$ cat src/tcc_pkg.sv
package tcc_pkg;

	// Operation codes of an input beat
	localparam logic [1:0] OP_PUT   = 2'd0;
	localparam logic [1:0] OP_READ  = 2'd1;
	localparam logic [1:0] OP_CLEAR = 2'd2;

	// Character and attribute constants
	localparam logic [7:0] NEWLINE_CODE = 8'd10;
	localparam logic [7:0] SPACE_CODE   = 8'h20;
	localparam logic [7:0] BLANK_RESET  = 8'd7;

	// Widest cell address over the supported screen sizes (up to 16384 cells)
	localparam int MAX_AW = 14;

	// Memory action of a queued command
	localparam logic [1:0] K_NOP   = 2'd0;
	localparam logic [1:0] K_WRITE = 2'd1;
	localparam logic [1:0] K_READ  = 2'd2;

	typedef struct packed {
		logic [1:0] op;
		logic [7:0] char_code;
		logic [7:0] attribute;
		logic [4:0] read_row;
		logic [6:0] read_col;
	} item_t;

	typedef struct packed {
		logic [15:0] cell_value;
		logic [4:0]  cursor_row;
		logic [6:0]  cursor_col;
		logic        scrolled;
	} result_t;

	// Command from the front end to the back end
	typedef struct packed {
		logic [1:0]        kind;
		logic              blank_all;
		logic              blank_row;
		logic [MAX_AW-1:0] blank_base;
		logic [MAX_AW-1:0] addr;
		logic [15:0]       wdata;
		logic [4:0]        cursor_row;
		logic [6:0]        cursor_col;
		logic              scrolled;
	} cmd_t;

endpackage

$ cat src/tcc_queue.sv
module tcc_queue (
	input  logic          clk,
	input  logic          arst_n,
	input  logic          push,
	input  tcc_pkg::cmd_t push_cmd,
	input  logic          pop,
	output tcc_pkg::cmd_t head,
	output logic          empty,
	output logic          full
);

	import tcc_pkg::*;

	cmd_t       slot_q [2];
	logic       wr_ptr_q;
	logic       rd_ptr_q;
	logic [1:0] count_q;

	assign head  = slot_q[rd_ptr_q];
	assign empty = (count_q == 2'd0);
	assign full  = (count_q == 2'd2);

	// Store the pushed command
	always_ff @(posedge clk) begin
		if (push) begin
			slot_q[wr_ptr_q] <= push_cmd;
		end
	end

	// Advance pointers and occupancy
	always_ff @(posedge clk or negedge arst_n) begin
		if (!arst_n) begin
			wr_ptr_q <= 1'b0;
			rd_ptr_q <= 1'b0;
			count_q  <= 2'd0;
		end else begin
			if (push) begin
				wr_ptr_q <= ~wr_ptr_q;
			end
			if (pop) begin
				rd_ptr_q <= ~rd_ptr_q;
			end
			case ({push, pop})
				2'b10:   count_q <= count_q + 2'd1;
				2'b01:   count_q <= count_q - 2'd1;
				default: count_q <= count_q;
			endcase
		end
	end

endmodule

$ cat config.mk
export PLATFORM = sky130hd
export DESIGN_NAME = tcc_queue
export DESIGN_NICKNAME = d
export VERILOG_FILES = /design/src/tcc_pkg.sv /design/src/tcc_queue.sv
export SDC_FILE = /design/constraint.sdc
export NUM_CORES = 1
export LEC_CHECK = 0
export BUFFER_PORTS_ARGS = -buffer_cell sky130_fd_sc_hd__buf_4
export CAP_MARGIN = 5
export CORE_ASPECT_RATIO = 0.6
export CORE_UTILIZATION = 44
export CTS_CLUSTER_DIAMETER = 30
export CTS_CLUSTER_SIZE = 24
export DETAILED_ROUTE_END_ITERATION = 8
export MAX_ROUTING_LAYER = met4
export PLACE_DENSITY_LB_ADDON = 0.12
export SYNTH_ARGS = -nofsm -noshare
export SYNTH_HDL_FRONTEND = slang
export SYNTH_SLANG_ARGS = --single-unit
$ cat constraint.sdc
create_clock -name clk -period 6.4 [get_ports clk]
set_clock_uncertainty 0.1 [all_clocks]
set_input_delay 0.96 -clock clk [delete_from_list [all_inputs] [get_ports clk]]
set_output_delay 0.96 -clock clk [all_outputs]
set_load 0.05 [all_outputs]
==> reports/qor.yml <==
status:
  status: "finished clean"
routing:
  drt-total-wl_um: 8370
  drt-initial-drc-count: 166
  drtAntennaViolNets: 0
  drcViolationCount: 0
  vias_per_cell: 4.71
  vias: 2353
  wl_per_cell_um: 16.7
  drt_pass1_iterations: 4
logic_synthesis:
  synth_most_common_cell: "edfxtp_1"
  ys_async_sr_fraction: 0.0317
  synth_area_leaders: "edfxtp_1 (75%), mux2_4 (18%), buf_12 (2.5%), dfrtp_1 (2.0%), xor2_1 (0.54%)"
  ys_seq_area_frac: 0.770
  yosys_most_used_dff: "edfxtp_1"
  synth_area_mm2: 0.00489
  yosys_warnings: 0
  synth.distinct_cells: 13
  synth_edf_count: 122
  synth_area_leader_cell: "edfxtp_1"
  yosysTopAreaCellShare: 0.750
  syn_nets: 272
  ys_ff_latch: 126
  synthCells: 206
  synthTopCellsByCount: "edfxtp_1 (122), mux2_4 (59), buf_12 (6)"
  synth_area_per_cell_um2: 23.7
setup_path:
  cp-end-kind: "output pin"
  critPathKind: "flop to output pin"
  crit_fanout: 53
  slowest_stage: "buf_4"
  cp_top_family: "buffers and inverters"
  crit_top_cell: "buf_4"
  crit_path_start_kind: "flop"
  cp.required_ps: 5340
  path_buf_inv: 2
  arrival_ps: 2350
  crit_chain: "buf_4 > mux2_4 > buf_4"
  max_stage_delay_ps: 790
sta:
  slew_headroom: 0.320
  fmax_mhz: 293
  fin_crit_ps: 3410
  fin_setup_tns_ps: 0
  rsz0062_at_grt: "no"
  setup_violations: 0
  worst_slew_pin_slew_ps: 1020
  drv_slew: 0
  min_period_over_period: 0.532
  finalHoldViolCount: 0
clock_tree:
  clockRootBuffer: "clkbuf_16"
  cts_resized: 0
  clock-sinks: 126
  clk_pin_slew_worst_paths_ps: 50
  cts_tree: "built"
  clk_latency_ps: 390
  ctsHoldBuffers: 0
  cts.path.max_buffers: 2
  numCtsBuffers: 17
  cts_setup_buffers: 0
  ctsHtreeMaxLevel: 4
power:
  cellLeakagePower_uw: 0.00267
  p_switching_uw: 1320
  power_per_cell_area_mw_per_mm2: 559
  p_int_uw: 2370
  pwr-share-clk: 0.289
  power_frac_comb: 0.395
  p_seq_frac: 0.315
  netSwitchingFraction: 0.358
  vdd_drop_max_mv: 0.374
die:
  start_util: 0.458
  chipWidth_um: 138
  die_area_mm2: 0.0115
  fp.dieH_um: 83.6
  rows: 29
  ios: 128
  core_area_mm2: 0.0107
global_routing:
  first_global_vias: 2393
  gr-total-overflow: 0
  grt_pass1_wl_um: 12900
  antenna_found_initial: 0
  grt_max_degree: 62
  grt_util_all_layers: 0.157
layout:
  fin_nets: 414
  fin_cells: 500
  fill_cells: 804
  syn_to_final_growth_pct: 34.8
  final_util: 0.617
  drive_gt1_frac: 0.626
  stdcell_area_mm2: 0.00659
  antennaDiodeCount: 0
placement:
  placed_cell_area_mm2: 0.00592
  dp_cells: 468
  gp_congestion: 0.685
  dp_hpwl_um: 5180
  io_buffers: 127
run:
  max_cap_viol_count: 0
hold_path:
  hold_class: "input port to async pin"
## stage by stage
step	total power [µW]	setup WS [ps]	hold WS (ps)
4_1_cts	3720	2960	236
5_1_grt	3810	2900	234
2_1_floorplan	2350	2270	353
6_report	3680	2990	253
3_3_place_gp	2640	3390	372
3_5_place_dp	2650	3390	376
## layout by cell type (no fill, tap or decap)
cell type   count
mux2_4         59
nor2_1          2
buf_4         130
nor2_4          1
ha_1            1
xnor2_1         2
clkinv_2        3
mux2_2          2
and2_2          1
clkinvlp_4      4
inv_1           1
clkinv_4        1
bufinv_16       6
inv_6           1
edfxtp_1      122
dfrtp_4         1
xor2_1          3
clkbuf_16      17
dfrtp_1         3
nor2b_1         1
## final timing paths
| path | slack (ps) | start | end | cells after the start |
|---|---|---|---|---|
| min in group clk | 380 | count_q[1]$_DFFE_PN0P_ | count_q[1]$_DFFE_PN0P_ | 1 |
| hold / removal | 250 | arst_n | count_q[1]$_DFFE_PN0P_ | 1 |
| hold reg to reg | 380 | count_q[1]$_DFFE_PN0P_ | count_q[1]$_DFFE_PN0P_ | 1 |
| max in group asynchronous | 5830 | arst_n | rd_ptr_q$_DFFE_PN0P_ | 1 |
| setup / recovery | 2990 | rd_ptr_q$_DFFE_PN0P_ | head[13] | 3 |
| setup reg to reg | 4560 | wr_ptr_q$_DFFE_PN0P_ | slot_q[1][0]$_DFFE_PP_ | 2 |
## worst reg2reg max path: cells and delay by family (launching register included)
kind,cells,cell delay (ps)
simple gates,1,260
flops,1,420
buf+inv,1,640
## power groups by stage
stage          combinational [µW]  clock, µW  sequential (µW)
2_1_floorplan                1190          0             1160
3_3_place_gp                 1470          0             1170
3_5_place_dp                 1470          0             1180
4_1_cts                      1470       1080             1160
5_1_grt                      1520       1120             1180
6_report                     1460       1070             1160
## registers in the layout (all words and copies together), names as in the netlist
signal,flops
wr_ptr_q,1
rd_ptr_q,1
count_q,2
slot_q,122
## cell type report
type,count,area (µm²),area share
inverters,1,3.75,0.000570
well taps,139,174,0.0264
repair buffers,130,976,0.148
multi-input cells,72,997,0.151
clock buffers,17,425,0.0646
clock inverters,15,243,0.0369
flip-flops and latches,126,3770,0.572
## metal layers
| layer | track usage | vias up | routed length (µm) | share of wire |
|---|---|---|---|---|
| met1 | 0.204 | 1166 | 3880 | 0.46 |
| met5 | - | - | 0 | 0 |
| met4 | 0.0689 | 0 | 95 | 0.011 |
| li1 | - | 1101 | - | - |
| met3 | 0.0643 | 7 | 631 | 0.075 |
| met2 | 0.215 | 79 | 3770 | 0.45 |
## kinds of logic (layout without fill, tap and decap cells)
group | after synthesis | in the layout | synth area share
flops | 126 | 126 | 0.770
mux | 61 | 61 | 0.186
buf+inv | 8 | 163 | 0.0276
xor+xnor | 5 | 5 | 0.00896
simple gates | 5 | 5 | 0.00487
fa+ha+maj | 1 | 1 | 0.00256
Note: power is estimated with default switching activity, not from simulation.
