[src/tcc_pkg.sv]
package tcc_pkg;

	// Operation codes of an input beat
	localparam logic [1:0] OP_PUT   = 2'd0;
	localparam logic [1:0] OP_READ  = 2'd1;
	localparam logic [1:0] OP_CLEAR = 2'd2;

	// Character and attribute constants
	localparam logic [7:0] NEWLINE_CODE = 8'd10;
	localparam logic [7:0] SPACE_CODE   = 8'h20;
	localparam logic [7:0] BLANK_RESET  = 8'd7;

	// Widest cell address over the supported screen sizes (up to 16384 cells)
	localparam int MAX_AW = 14;

	// Memory action of a queued command
	localparam logic [1:0] K_NOP   = 2'd0;
	localparam logic [1:0] K_WRITE = 2'd1;
	localparam logic [1:0] K_READ  = 2'd2;

	typedef struct packed {
		logic [1:0] op;
		logic [7:0] char_code;
		logic [7:0] attribute;
		logic [4:0] read_row;
		logic [6:0] read_col;
	} item_t;

	typedef struct packed {
		logic [15:0] cell_value;
		logic [4:0]  cursor_row;
		logic [6:0]  cursor_col;
		logic        scrolled;
	} result_t;

	// Command from the front end to the back end
	typedef struct packed {
		logic [1:0]        kind;
		logic              blank_all;
		logic              blank_row;
		logic [MAX_AW-1:0] blank_base;
		logic [MAX_AW-1:0] addr;
		logic [15:0]       wdata;
		logic [4:0]        cursor_row;
		logic [6:0]        cursor_col;
		logic              scrolled;
	} cmd_t;

endpackage

[src/tcc_front.sv]
module tcc_front #(
	parameter int COLS = 80,
	parameter int ROWS = 25
) (
	input  logic           clk,
	input  logic           arst_n,
	input  logic           start,
	input  tcc_pkg::item_t item,
	input  logic           q_full,
	input  logic           init,
	output logic           busy,
	output logic           push,
	output tcc_pkg::cmd_t  push_cmd
);

	import tcc_pkg::*;

	localparam int RW  = $clog2(ROWS);
	localparam int CXW = $clog2(COLS + 1);

	logic [RW-1:0]  cur_y_q;
	logic [CXW-1:0] cur_x_q;
	logic [RW-1:0]  top_q;

	logic [RW-1:0]  y_n;
	logic [CXW-1:0] x_n;
	logic [RW-1:0]  top_n;
	logic [RW-1:0]  top_inc;
	logic           scr;
	cmd_t           cmd_n;

	// Physical row of a visible row in the row ring
	function automatic logic [RW-1:0] phys_row(input logic [RW-1:0] top,
			input logic [RW-1:0] r);
		int s;
		s = int'(top) + int'(r);
		if (s >= ROWS) begin
			s = s - ROWS;
		end
		return RW'(s);
	endfunction

	function automatic int row_base(input logic [RW-1:0] r);
		return int'(r) * COLS;
	endfunction

	assign busy    = q_full | init;
	assign push    = start & ~busy;
	assign top_inc = (top_q == RW'(ROWS - 1)) ? '0 : top_q + 1'b1;

	// Classify the beat and update the cursor
	always_comb begin
		y_n   = cur_y_q;
		x_n   = cur_x_q;
		top_n = top_q;
		scr   = 1'b0;
		cmd_n = '0;
		cmd_n.kind = K_NOP;
		case (item.op)
			OP_PUT: begin
				if (item.char_code == NEWLINE_CODE || cur_x_q == CXW'(COLS)) begin
					if (cur_y_q == RW'(ROWS - 1)) begin
						scr              = 1'b1;
						top_n            = top_inc;
						cmd_n.blank_row  = 1'b1;
						cmd_n.blank_base = MAX_AW'(row_base(top_q));
					end else begin
						y_n = cur_y_q + 1'b1;
					end
					x_n = '0;
				end
				if (item.char_code != NEWLINE_CODE) begin
					cmd_n.kind  = K_WRITE;
					cmd_n.addr  = MAX_AW'(row_base(phys_row(top_n, y_n)) + int'(x_n));
					cmd_n.wdata = {item.attribute, item.char_code};
					x_n         = x_n + 1'b1;
				end
			end
			OP_READ: begin
				if (int'(item.read_row) < ROWS && int'(item.read_col) < COLS) begin
					cmd_n.kind = K_READ;
					cmd_n.addr = MAX_AW'(row_base(phys_row(top_q, RW'(item.read_row)))
						+ int'(item.read_col));
				end
			end
			OP_CLEAR: begin
				y_n             = '0;
				x_n             = '0;
				top_n           = '0;
				cmd_n.blank_all = 1'b1;
			end
			default: ;
		endcase
		cmd_n.cursor_row = 5'(y_n);
		cmd_n.cursor_col = 7'(x_n);
		cmd_n.scrolled   = scr;
	end

	assign push_cmd = cmd_n;

	// Hold cursor and ring offset
	always_ff @(posedge clk or negedge arst_n) begin
		if (!arst_n) begin
			cur_y_q <= '0;
			cur_x_q <= '0;
			top_q   <= '0;
		end else if (push) begin
			cur_y_q <= y_n;
			cur_x_q <= x_n;
			top_q   <= top_n;
		end
	end

endmodule

[config.mk]
export PLATFORM = sky130hd
export DESIGN_NAME = tcc_front
export DESIGN_NICKNAME = d
export VERILOG_FILES = /design/src/tcc_pkg.sv /design/src/tcc_front.sv
export SDC_FILE = /design/constraint.sdc
export NUM_CORES = 1
export LEC_CHECK = 0
export BUFFER_PORTS_ARGS = -buffer_cell sky130_fd_sc_hd__buf_2
export CORE_ASPECT_RATIO = 0.9
export CORE_UTILIZATION = 54
export CTS_CLUSTER_SIZE = 24
export DETAILED_ROUTE_END_ITERATION = 10
export HOLD_SLACK_MARGIN = 0.02
export PLACE_DENSITY = 0.9
export SYNTH_ARGS = -nofsm -noshare
export SYNTH_HDL_FRONTEND = slang
export SYNTH_SLANG_ARGS = --single-unit
[constraint.sdc]
create_clock -name clk -period 10.4 [get_ports clk]
set_clock_uncertainty 0.1 [all_clocks]
set_input_delay 2.08 -clock clk [delete_from_list [all_inputs] [get_ports clk]]
set_output_delay 2.08 -clock clk [all_outputs]
set_load 0.01 [all_outputs]
==> results.py <==
metrics = {
    "global_route": {
        "antenna_found_initial": 0,
        "grt.busiest_layer": "met2",
        "grtUsageTotal_pct": 27.4,
        "gr-usage-met3_pct": 5.09,
        "grt_pass1_wl_um": 14500,
        "overflow": 0,
        "gr-usage-met2_pct": 47.7,
        "grt_max_degree": 25,
        "grt_pass1_vias": 3125,
        "met1_usage_pct": 35.7,
    },
    "synthesis": {
        "synth_top_cell_area_share_pct": 16.8,
        "seq_area_frac_synth_pct": 13.0,
        "yosys_register_bits": 17,
        "ys_types": 68,
        "synth-main-ff-cell": "dfrtp_1",
        "async_flop_share_pct": 100,
        "synth-edff-count": 0,
        "yosysTopAreaCell": "ha_1",
        "synth_area_per_cell_um2": 7.97,
        "yosys_warnings": 0,
        "syn_inst": 412,
        "synth_area_mm2": 0.00328,
        "synth_area_leaders": "ha_1, dfrtp_1, o21ai_0",
    },
    "routing": {
        "firstDrtPassIters": 8,
        "routed-via-count": 3406,
        "wl_per_cell_um": 15.6,
        "drc": 10,
        "first_iter_violations": 271,
        "routed_via_density": 6.07,
        "drtAntennaViolNets": 0,
        "wirelength_um": 8770,
    },
    "pwr": {
        "fin_total_pwr_mw": 0.245,
        "p_clk_share_pct": 20.8,
        "power_density_mw_per_mm2": 65.1,
        "ir_worst_vdd_uv": 66.2,
        "sw_frac_of_total_pct": 39.7,
        "p_seq_share_pct": 32.8,
        "p_int_mw": 0.148,
        "power.leakage_nw": 2.04,
        "p_comb_share_pct": 46.4,
        "power.switching_mw": 0.0973,
    },
    "clock_network": {
        "cts_tree": "done",
        "root_buffer": "clkbuf_8",
        "hold_buffers": 0,
        "cts_buffer_depth": 2,
        "post-cts-setup-buffer-count": 0,
        "numCtsBuffers": 3,
        "htree_levels": 1,
        "clock_sinks": 17,
        "cts_resized": 0,
        "clock_latency_ns": 0.25,
        "clk_pin_slew_worst_paths_ns": 0.07,
    },
    "place": {
        "place_congestion": 0.933,
        "dp_cells": 557,
        "place_hpwl_um": 6960,
        "port_buffers": 89,
    },
    "floorplanning": {
        "die_w_um": 84.2,
        "pin_count": 98,
        "die-area_mm2": 0.00640,
        "start_util_pct": 57.0,
        "die_h_um": 76.0,
        "rows": 26,
        "core_mm2": 0.00576,
    },
    "sta": {
        "setup_viol": 0,
        "fmax_ghz": 0.102,
        "worst_slew_pin_slew_ns": 0.664,
        "hold-worst-slack_ns": 0.505,
        "slew_violations": 0,
        "rsz0062_at_grt": "no",
        "setup_tns_ns": 0,
        "maxSlewHeadroom_pct": 55.7,
        "period_minus_slack_ns": 9.82,
        "final_hold_viol_count": 0,
        "period_share_pct": 94.4,
    },
    "setup_path": {
        "cp_data_arrival_time_ns": 7.64,
        "worstPathRequired_ns": 8.22,
        "cp-start-kind": "input pin",
        "critPathKind": "input pin to primary output",
        "end_kind": "primary output",
        "cp_max_fo": 13,
    },
    "layout": {
        "syn_to_final_growth_pct": 14.7,
        "drive_above_1_share_pct": 23.6,
        "nets": 578,
        "layout.cells.non_filler": 561,
        "diodes": 0,
    },
    "worst_hold_path": {
        "hold_class": "register to register",
    },
    "status": {
        "status": "finished, violations left",
        "violations": "DRC",
    },
    "run": {
        "cap_viol_max_count": 0,
    },
}
==> worst max-delay path, cell delays in order <==
cell and delay, ns:
buf_2 0.10, nor4_1 0.29, nand2_1 0.37, nand2_2 0.24, nand2_1 0.09, xnor2_1 0.28, ha_1 0.22, inv_1 0.06
fa_1 0.52, ha_1 0.28, o2bb2ai_1 0.15, a222oi_1 0.22, o311a_1 0.28, mux2i_1 0.28, and2_1 0.20, inv_1 0.06
ha_1 0.33, fa_1 0.46, xor2_1 0.23, o2111ai_1 0.15, xnor2_1 0.23, nor2_1 0.07, a221o_1 0.31, buf_2 0.14
==> per-stage QoR <==
stage / area, um2 / utilization, % / setup slack [ns]
global placement: 3720 / 64.6 / 0.883
floorplan: 3310 / - / 1.46
detailed placement: 3720 / 64.6 / 0.659
finish: 3770 / 65.4 / 0.584
global route: 3770 / 65.4 / 0.207
CTS: 3770 / 65.4 / 0.644
==> area by class of cell <==
cell class	instances	area [um2]
Clock buffer	4	45.0
Tap cell	70	87.6
Multi-Input combinational cell	348	2640
Inverter	32	120
Fill cell	498	1990
Timing Repair Buffer	90	453
Sequential cell	17	425
==> power by group through the flow <==
| stage | clock network (mW) | registers [mW] | logic, mW |
|---|---|---|---|
| after floorplan | 0 | 0.0750 | 0.0834 |
| after global placement | 0 | 0.0805 | 0.107 |
| after detailed placement | 0 | 0.0811 | 0.112 |
| after CTS | 0.0503 | 0.0799 | 0.113 |
| after global routing | 0.0536 | 0.0812 | 0.126 |
| final | 0.0509 | 0.0805 | 0.114 |
==> final timing paths <==
path | to | slack [ns] | cells past startpoint | startpoint
min | cur_x_q[0] | 0.51 | 1 | cur_x_q[0]
max in group asynchronous | cur_x_q[1] | 8.25 | 1 | arst_n
min reg2reg | cur_x_q[0] | 0.51 | 1 | cur_x_q[0]
max reg2reg | top_q[2] | 8.25 | 7 | cur_y_q[0]
max | push_cmd[39] | 0.58 | 24 | item[24]
min in group asynchronous | cur_y_q[3] | 1.65 | 1 | arst_n
==> flip-flops by register name, indices dropped and copies added (netlist names) <==
register and cells:
cur_y_q 5, cur_x_q 7, top_q 5
==> kinds of logic after synthesis <==
logic type / count (synthesis) / share of synthesized area (%)
AO/OA/AOI/OAI: 118 / 25.5
AND/OR/NAND/NOR: 137 / 22.8
multiplexers: 10 / 3.43
XOR/XNOR: 24 / 6.63
other: 1 / 0.114
flip-flops: 17 / 13.0
adder cells (fa/ha/maj): 51 / 21.0
buffers and inverters: 54 / 7.55
==> cells in the mapped netlist (2+ instances only) <==
library cell / number
mux2_2: 2
or2_2: 2
nand2b_1: 5
mux2_4: 2
and4_1: 2
a21oi_1: 19
o21a_1: 5
dfrtp_1: 17
a221o_1: 2
fa_1: 7
and3_1: 8
nand2_1: 35
clkbuf_1: 8
a311oi_1: 2
a31oi_1: 2
a211oi_1: 2
buf_2: 2
nor2_1: 20
a21o_1: 11
a22o_1: 15
a32o_1: 2
ha_1: 44
nand2_2: 3
o21ai_0: 30
and2_1: 21
inv_1: 31
nand4b_1: 4
mux2i_1: 6
nand3_1: 7
nor3b_1: 2
nor3_1: 8
o2bb2ai_1: 2
xnor2_1: 15
o31ai_1: 5
o21ai_1: 2
xor2_1: 8
or3_1: 2
nand3b_1: 2
nand4_1: 3
buf_4: 11
o22ai_1: 4
nor2b_1: 6
==> per-layer routing <==
layer / vias up / share of wire [%]
li1: 1637 / -
met1: 1581 / 42
met2: 168 / 49
met3: 20 / 7.6
met4: 0 / 1.3
met5: - / 0
==> placed cells by master, fill, tap and decap left out, types with 7 or more instances in the layout <==
master	instances
a21o_1	11
a21oi_1	19
a22o_1	15
and2_1	21
and3_1	8
buf_2	89
conb_1	8
dfrtp_1	17
fa_1	7
ha_1	44
inv_1	31
nand2_1	35
nand3_1	7
nor2_1	20
nor3_1	8
o21ai_0	30
xnor2_1	15
xor2_1	8
No activity file was read; power rests on OpenSTA's default activity.
